File: src/rtl/tps_pkg.sv
// Shared types and constants for the tick process scheduler.
// No dependencies.
package tps_pkg;

  localparam logic [2:0] POL_FCFS = 3'd0;
  localparam logic [2:0] POL_SJF  = 3'd1;
  localparam logic [2:0] POL_PRIO = 3'd2;
  localparam logic [2:0] POL_SRT  = 3'd3;
  localparam logic [2:0] POL_RR   = 3'd4;

  localparam logic [1:0] ST_IDLE = 2'd0;
  localparam logic [1:0] ST_RUN  = 2'd1;
  localparam logic [1:0] ST_DONE = 2'd2;

  localparam logic OP_LOAD = 1'b0;
  localparam logic OP_TICK = 1'b1;

  // Controller to datapath commands
  typedef struct packed {
    logic load;       // write the input slot
    logic scan_start; // clear scan state, latch policy
    logic scan_step;  // examine one slot
    logic commit;     // apply decision, build result
  } tps_cmd_t;

  // Datapath to controller status
  typedef struct packed {
    logic scan_last;  // the slot being examined is the last
  } tps_sts_t;

endpackage

File: src/rtl/tick_process_scheduler.sv
// Top level of the tick process scheduler: controller, datapath, output register.
// Depends on tps_pkg, tps_ctrl and tps_datapath.
//
// Channel | Direction | Payload
// in_     | slave     | tdata {arrival_tick,burst_time,proc_priority,slot_index}, tuser operation
// out_    | master    | tdata {remaining_after,running_slot,run_status,current_tick}
// cfg_    | write     | policy_mode
//
// A load transaction writes its slot when accepted. A tick has a start step, a
// sequential min scan that examines one slot per cycle, and a commit.
// Reset clears remaining times, time, current slot and quantum count.
// A stalled output holds the commit; no new transaction is taken meanwhile.
module tick_process_scheduler
  import tps_pkg::*;
#(
  parameter int NUM_SLOTS = 8,
  parameter int RR_QUANTUM = 2
) (
  input  logic        clk,
  input  logic        rst_n,
  input  logic        in_tvalid,
  output logic        in_tready,
  input  logic [39:0] in_tdata,  // slot_index[2:0], proc_priority, burst_time, arrival_tick, 5 pad
  input  logic        in_tuser,  // operation
  output logic        out_tvalid,
  input  logic        out_tready,
  output logic [31:0] out_tdata, // current_tick, run_status, running_slot, remaining_after, 3 pad
  input  logic        cfg_we,
  input  logic [2:0]  cfg_wdata
);

  logic [2:0] policy_r;
  always_ff @(posedge clk) begin
    if (!rst_n) policy_r <= POL_FCFS;
    else if (cfg_we) policy_r <= cfg_wdata;
  end

  tps_cmd_t cmd;
  tps_sts_t sts;
  logic in_fire, res_valid, hold_r;
  logic [15:0] res_tick;
  logic [1:0] res_status;
  logic [2:0] res_slot;
  logic [7:0] res_rem;

  assign in_fire = in_tvalid && in_tready;

  tps_ctrl u_ctrl (
    .clk(clk), .rst_n(rst_n), .in_fire(in_fire), .in_op(in_tuser),
    .out_busy(out_tvalid && !out_tready), .sts(sts), .in_ready(in_tready), .cmd(cmd)
  );

  tps_datapath #(.NUM_SLOTS(NUM_SLOTS), .RR_QUANTUM(RR_QUANTUM)) u_dp (
    .clk(clk), .rst_n(rst_n), .cmd(cmd), .sts(sts), .policy(policy_r),
    .in_slot(in_tdata[2:0]), .in_prio(in_tdata[10:3]), .in_burst(in_tdata[18:11]),
    .in_arr(in_tdata[34:19]), .res_valid(res_valid), .res_tick(res_tick),
    .res_status(res_status), .res_slot(res_slot), .res_rem(res_rem)
  );

  // Output valid: set on commit, cleared when taken
  always_ff @(posedge clk) begin
    if (!rst_n) hold_r <= 1'b0;
    else if (cmd.commit) hold_r <= 1'b1;
    else if (out_tready) hold_r <= 1'b0;
  end

  assign out_tvalid = hold_r && res_valid;
  assign out_tdata = {3'd0, res_rem, res_slot, res_status, res_tick};

endmodule

File: src/rtl/tps_ctrl.sv
// Controller state machine for the tick process scheduler.
// Depends on tps_pkg.
module tps_ctrl
  import tps_pkg::*;
(
  input  logic     clk,
  input  logic     rst_n,
  input  logic     in_fire,
  input  logic     in_op,
  input  logic     out_busy,
  input  tps_sts_t sts,
  output logic     in_ready,
  output tps_cmd_t cmd
);

  localparam logic [1:0] S_IDLE = 2'd0;
  localparam logic [1:0] S_SCAN = 2'd1;
  localparam logic [1:0] S_COMMIT = 2'd2;

  logic [1:0] state_r, state_nxt;

  assign in_ready = (state_r == S_IDLE);

  always_comb begin
    state_nxt = state_r;
    cmd = '0;
    case (state_r)
      S_IDLE: begin
        if (in_fire) begin
          if (in_op == OP_LOAD) begin
            cmd.load = 1'b1;
          end else begin
            cmd.scan_start = 1'b1;
            state_nxt = S_SCAN;
          end
        end
      end
      S_SCAN: begin
        cmd.scan_step = 1'b1;
        if (sts.scan_last) state_nxt = S_COMMIT;
      end
      S_COMMIT: begin
        // wait for a free output register
        if (!out_busy) begin
          cmd.commit = 1'b1;
          state_nxt = S_IDLE;
        end
      end
      default: state_nxt = S_IDLE;
    endcase
  end

  always_ff @(posedge clk) begin
    if (!rst_n) state_r <= S_IDLE;
    else state_r <= state_nxt;
  end

endmodule

File: src/rtl/tps_datapath.sv
// Slot table, sequential min scan and result register of the scheduler.
// Depends on tps_pkg.
module tps_datapath
  import tps_pkg::*;
#(
  parameter int NUM_SLOTS = 8,
  parameter int RR_QUANTUM = 2
) (
  input  logic        clk,
  input  logic        rst_n,
  input  tps_cmd_t    cmd,
  output tps_sts_t    sts,
  input  logic [2:0]  policy,
  input  logic [2:0]  in_slot,
  input  logic [7:0]  in_prio,
  input  logic [7:0]  in_burst,
  input  logic [15:0] in_arr,
  output logic        res_valid,
  output logic [15:0] res_tick,
  output logic [1:0]  res_status,
  output logic [2:0]  res_slot,
  output logic [7:0]  res_rem
);

  localparam int SW = (NUM_SLOTS > 1) ? $clog2(NUM_SLOTS) : 1;
  localparam int QW = $clog2(RR_QUANTUM + 1);

  logic [7:0]  prio_r [NUM_SLOTS];
  logic [15:0] arr_r  [NUM_SLOTS];
  logic [7:0]  burst_r[NUM_SLOTS];
  logic [7:0]  rem_r  [NUM_SLOTS];

  logic [SW-1:0] cur_r;
  logic [15:0]   time_r;
  logic [QW-1:0] quant_r;

  logic [2:0]    pol_r;
  logic [SW-1:0] idx_r;      // scan counter
  logic          any_r;      // any unfinished slot
  logic          found_r;    // best candidate valid
  logic [SW-1:0] best_r;
  logic          keep_r;     // current slot keeps running
  logic          rrfound_r;  // rr: first ready slot after current

  // Slot under examination: for rr, walk in cyclic order after current
  logic [SW:0]   rr_sum;
  logic [SW-1:0] s;
  logic          rdy, cur_rdy, better;
  logic [7:0]    ks, kb;

  assign rr_sum = {1'b0, cur_r} + {1'b0, idx_r} + 1'b1;
  always_comb begin
    s = idx_r;
    if (pol_r == POL_RR) begin
      if (rr_sum >= (SW+1)'(NUM_SLOTS)) s = SW'(rr_sum - (SW+1)'(NUM_SLOTS));
      else s = rr_sum[SW-1:0];
    end
  end

  assign rdy = (rem_r[s] != 8'd0) && (arr_r[s] <= time_r);
  assign cur_rdy = (rem_r[cur_r] != 8'd0) && (arr_r[cur_r] <= time_r);

  always_comb begin
    case (pol_r)
      POL_SJF: begin ks = burst_r[s]; kb = burst_r[best_r]; end
      POL_PRIO: begin ks = prio_r[s]; kb = prio_r[best_r]; end
      POL_SRT: begin ks = rem_r[s]; kb = rem_r[best_r]; end
      default: begin ks = 8'd0; kb = 8'd0; end
    endcase
  end
  assign better = (ks < kb) || ((ks == kb) && (arr_r[s] < arr_r[best_r]));

  assign sts.scan_last = (idx_r == SW'(NUM_SLOTS - 1));

  // Scan state
  always_ff @(posedge clk) begin
    if (cmd.scan_start) begin
      pol_r <= (policy > POL_RR) ? POL_FCFS : policy;
      idx_r <= '0;
      any_r <= 1'b0;
      found_r <= 1'b0;
      rrfound_r <= 1'b0;
      best_r <= '0;
      keep_r <= 1'b0;
    end else if (cmd.scan_step) begin
      idx_r <= idx_r + 1'b1;
      if (rem_r[s] != 8'd0) any_r <= 1'b1;
      if (idx_r == '0) begin
        if (pol_r == POL_RR)
          keep_r <= cur_rdy && (quant_r < QW'(RR_QUANTUM));
        else if (pol_r == POL_FCFS || pol_r == POL_SJF)
          keep_r <= cur_rdy && (rem_r[cur_r] < burst_r[cur_r]);
        else
          keep_r <= 1'b0;
      end
      if (pol_r == POL_RR) begin
        if (rdy && !rrfound_r) begin
          rrfound_r <= 1'b1;
          best_r <= s;
        end
      end else if (rdy && (!found_r || better)) begin
        found_r <= 1'b1;
        best_r <= s;
      end
    end
  end

  // Decision, table, and result register
  logic          pick_ok;
  logic [SW-1:0] pick;
  assign pick_ok = keep_r || ((pol_r == POL_RR) ? rrfound_r : found_r);
  assign pick = keep_r ? cur_r : best_r;

  always_ff @(posedge clk) begin
    if (!rst_n) begin
      for (int i = 0; i < NUM_SLOTS; i++) rem_r[i] <= 8'd0;
      cur_r <= '0;
      time_r <= 16'd0;
      quant_r <= '0;
      res_valid <= 1'b0;
    end else begin
      if (res_valid && !cmd.commit && !cmd.scan_start && !cmd.scan_step && !cmd.load)
        res_valid <= res_valid;
      if (cmd.load && (32'(in_slot) < NUM_SLOTS)) begin
        prio_r[SW'(in_slot)] <= in_prio;
        burst_r[SW'(in_slot)] <= in_burst;
        arr_r[SW'(in_slot)] <= in_arr;
        rem_r[SW'(in_slot)] <= in_burst;
      end
      if (cmd.commit) begin
        res_valid <= 1'b1;
        res_tick <= time_r;
        time_r <= time_r + 16'd1;
        res_slot <= 3'd0;
        res_rem <= 8'd0;
        if (!any_r) res_status <= ST_DONE;
        else if (!pick_ok) res_status <= ST_IDLE;
        else begin
          res_status <= ST_RUN;
          res_slot <= 3'(pick);
          res_rem <= rem_r[pick] - 8'd1;
          rem_r[pick] <= rem_r[pick] - 8'd1;
          cur_r <= pick;
          if (pol_r == POL_RR) quant_r <= keep_r ? quant_r + 1'b1 : QW'(1);
        end
      end else if (cmd.load) begin
        res_valid <= res_valid;
      end
    end
  end

endmodule

File: config.mk
export PLATFORM = sky130hd
export DESIGN_NAME = tick_process_scheduler
export DESIGN_NICKNAME = d
export VERILOG_FILES = /design/src/rtl/tps_pkg.sv /design/src/rtl/tick_process_scheduler.sv /design/src/rtl/tps_ctrl.sv /design/src/rtl/tps_datapath.sv
export SDC_FILE = /design/constraint.sdc
export NUM_CORES = 1
export LEC_CHECK = 0
export ABC_AREA = 0
export BUFFER_PORTS_ARGS = -buffer_cell sky130_fd_sc_hd__buf_4
export CAP_MARGIN = 30
export CORE_ASPECT_RATIO = 1.75
export CORE_UTILIZATION = 57
export DETAILED_ROUTE_END_ITERATION = 6
export PLACE_DENSITY = 0.77
export SYNTH_ARGS = -nofsm -noshare
export SYNTH_HDL_FRONTEND = slang
export SYNTH_SLANG_ARGS = --single-unit
File: constraint.sdc
create_clock -name clk -period 5.3 [get_ports clk]
set_input_delay 0.795 -clock clk [delete_from_list [all_inputs] [get_ports clk]]
set_output_delay 0.795 -clock clk [all_outputs]
set_load 0.005 [all_outputs]
==> results.json <==
{
  "die_h_um": 267,
  "core_um2": 39400,
  "h-tree-depth": 2,
  "nets": 1831,
  "path_class": "reg2reg",
  "insertion_delay_ns": 0.56,
  "ant_nets": 0,
  "route.met2.wl_um": 35600,
  "multi_input_area_um2": 11000,
  "tightest_slew_ns": 0.998,
  "cpPeakStageDelay_ns": 0.54,
  "finalCritPeriodShare_pct": 96.6,
  "clock-root-buffer": "clkbuf_16",
  "hp-start": "u_dp.time_r[7]$_SDFFE_PN0P_",
  "gp_congestion": 0.981,
  "setup_tns_ns": 0,
  "worst-path-buf-inv": 6,
  "crit_family": "adder cells",
  "crit_fanout": 14,
  "cpMostUsedCell": "buf_4",
  "fin_skew_ns": 0.0298,
  "crit_path_end_kind": "register",
  "syn-cell-area_um2": 22800,
  "antenna_found_initial": 1,
  "synth_seq_area_share_pct": 50.1,
  "diodes": 0,
  "slew_violations": 0,
  "post-dp-hpwl_um": 47500,
  "async_flop_share_pct": 0,
  "synth_top_area_share_pct": 46.3,
  "synth_edf_count": 352,
  "yosysWarnings": 0,
  "clock.fmax_mhz": 195,
  "wl_met1_um": 21100,
  "grt_pass1_vias": 16352,
  "place_area_um2": 24300,
  "status": "finished, violations left",
  "cts_tree": "built",
  "max-cap-violations": 0,
  "grt_first_pass_wirelength_um": 101000,
  "max-vdd-ir-drop_uv": 368,
  "highest_layer": "met5",
  "dieArea_um2": 40900,
  "grt_usage_pct": 34.1,
  "fillCellCount": 2765,
  "drtIter0Drc": 1587,
  "dr_wl_met3_um": 5070,
  "drc": 1,
  "drive_gt1_share_pct": 28.4,
  "finalSetupViolCount": 0,
  "violations": "design-rule violations",
  "yosys-top-cells-area": "edfxtp_1, mux4_2, mux2i_1, dfxtp_1, ha_1",
  "post-route-cell-area_um2": 25500,
  "die_w_um": 153,
  "cp-startpoint": "u_dp.idx_r[0]$_SDFFE_PP0P_",
  "ioPinCount": 83,
  "firstDrtPassIters": 7,
  "avgRoutedWirePerCell_um": 30.5,
  "cp_data_required_time_ns": 5.77,
  "grt-ovfl-total": 0,
  "synthCells": 1629,
  "yosysMostFrequentCell": "edfxtp_1",
  "initial_utilization_pct": 58.0,
  "clockBufferDepth": 3,
  "grt_max_degree": 50,
  "avgSynthCellArea_um2": 14.0,
  "worstHoldPathType": "reg2reg",
  "hold_violations": 0,
  "cpMaxStageDelayCell": "fa_1",
  "seq_area_um2": 11500,
  "syn2layout_area_growth_pct": 11.8,
  "ys_types": 63,
  "power_density_nw_per_um2": 355,
  "ys_ff_latch": 396,
  "start_kind": "register",
  "synth_area_leader_cell": "edfxtp_1",
  "synthTopCellsByCount": "edfxtp_1, mux4_2, nand2_1",
  "cp_cell_sequence": "inv_1 > ha_1 > fa_1 > nand4bb_1 > o21a_4 > buf_12 > buf_12 > mux4_2 > mux2i_2 > a211oi_1 > or3_4 > ha_1 > nand4_1 > a2111oi_1 > buf_4 > o211ai_1 > a31oi_1 > buf_4 > o2111ai_1 > nor2b_1 > buf_4 > mux2i_1",
  "clkSinkCount": 396,
  "hold_slack_ns": 0.446,
  "reg2reg_from": "u_dp.idx_r[0]$_SDFFE_PP0P_",
  "slew_headroom_pct": 33.5,
  "total_power_uw": 9070,
  "cts_buffers": 36,
  "p_leak_uw": 0.00852,
  "io_buffers": 74,
  "rows": 96,
  "arrival_ns": 5.58,
  "via_count": 15938,
  "synth_ff_type": "edfxtp_1",
  "cts.reportedPaths.clkPinSlew_ns": 0.07,
  "vias_per_cell": 7.14,
  "period_needed_ns": 5.12,
  "routed_wl_um": 68100
}
metal layers:
layer  global-route usage, %  up-vias
met4                    27.8        2
li1                        -     6639
met1                    35.6     7997
met2                    60.3      982
met5                       0        -
met3                    5.60      318
area by class of cell:
class / count / share of cell area (%)
Multi-Input combinational cell: 1102 / 42.9
Inverter: 25 / 0.367
Tap cell: 490 / 2.40
Sequential cell: 396 / 44.9
Clock buffer: 45 / 3.86
Clock inverter: 21 / 0.725
Timing Repair Buffer: 152 / 4.86
worst reg2reg max path: stages, from the launching register on:
cell and delay, ns:
dfxtp_1 0.33, inv_1 0.07, ha_1 0.21, fa_1 0.54, nand4bb_1 0.23, o21a_4 0.21, buf_12 0.16, buf_12 0.18
mux4_2 0.30, mux2i_2 0.21, a211oi_1 0.15, or3_4 0.44, ha_1 0.33, nand4_1 0.09, a2111oi_1 0.34, buf_4 0.19
o211ai_1 0.10, a31oi_1 0.18, buf_4 0.16, o2111ai_1 0.10, nor2b_1 0.16, buf_4 0.19, mux2i_1 0.19
state kept, by name (all words and copies together), names as in the netlist, 8 cells and up, named ones only:
name,flops
u_dp.arr_r,128
u_dp.burst_r,64
u_dp.prio_r,64
u_dp.rem_r,64
u_dp.res_tick,16
u_dp.time_r,16
u_dp.res_rem,8
where the power goes:
| group | total, uW | internal, uW | switching (uW) |
|---|---|---|---|
| clock | 2610 | 1440 | 1170 |
| sequential | 3610 | 3460 | 156 |
| combinational | 2850 | 1320 | 1540 |
timing repair:
action	in CTS	in global routing
setup endpoints to repair	0	6
gates resized for setup	0	6
hold endpoints to repair	0	0
buffers inserted	0	6
hold buffers	0	0
worst paths after layout:
check | end | slack, ns | cells past startpoint
worst min register to register | u_dp.res_tick[7]$_DFFE_PP_ | 0.45 | 0
worst max register to register | register | 0.18 | 22
worst min-delay path | u_dp.res_tick[7]$_DFFE_PP_ | 0.45 | 0
worst max-delay path | register | 0.18 | 22
layout by cell type (no fill, tap or decap), types with 4 or more instances in the layout:
master	synthesis	layout
a211oi_1	27	27
a21boi_0	6	6
a21o_1	10	10
a21oi_1	66	66
a31oi_1	10	10
and2_1	24	24
buf_12	0	8
buf_4	8	142
clkbuf_1	47	5
clkbuf_16	0	37
clkinv_1	0	4
clkinv_2	0	5
clkinv_4	0	6
dfxtp_1	44	38
edfxtp_1	352	352
ha_1	68	68
inv_1	25	25
mux2_2	31	31
mux2i_1	104	101
mux2i_2	3	5
mux4_2	222	222
nand2_1	158	158
nand2b_1	5	5
nand3_1	22	22
nand4_1	13	13
nor2_1	132	126
nor2_4	0	6
nor2b_1	26	26
nor3_1	23	21
nor4_1	9	9
o211a_1	4	4
o21a_1	10	9
o21ai_0	37	37
o21ai_1	5	4
o22ai_1	8	8
or3_1	11	10
xnor2_1	15	15
kinds of logic after synthesis:
kind of cell    count (synthesis)  synth area share, %
xor+xnor                       19                0.761
flops                         396                 50.1
mux                           360                 28.1
simple gates                  442                 8.86
compound gates                209                 5.74
fa+ha+maj                      69                 3.81
buf+inv                       133                 2.54
other cells                     1               0.0164
stage by stage:
stage,util (%),std cells,setup WS [ns]
finish,64.8,2231,0.183
detailed placement,61.7,2158,0.123
global placement,61.7,2158,0.134
global route,64.8,2231,-0.0197
floorplan,-,1631,0.226
CTS,64.6,2224,0.0924
No activity file was read; power rests on OpenSTA's default activity.
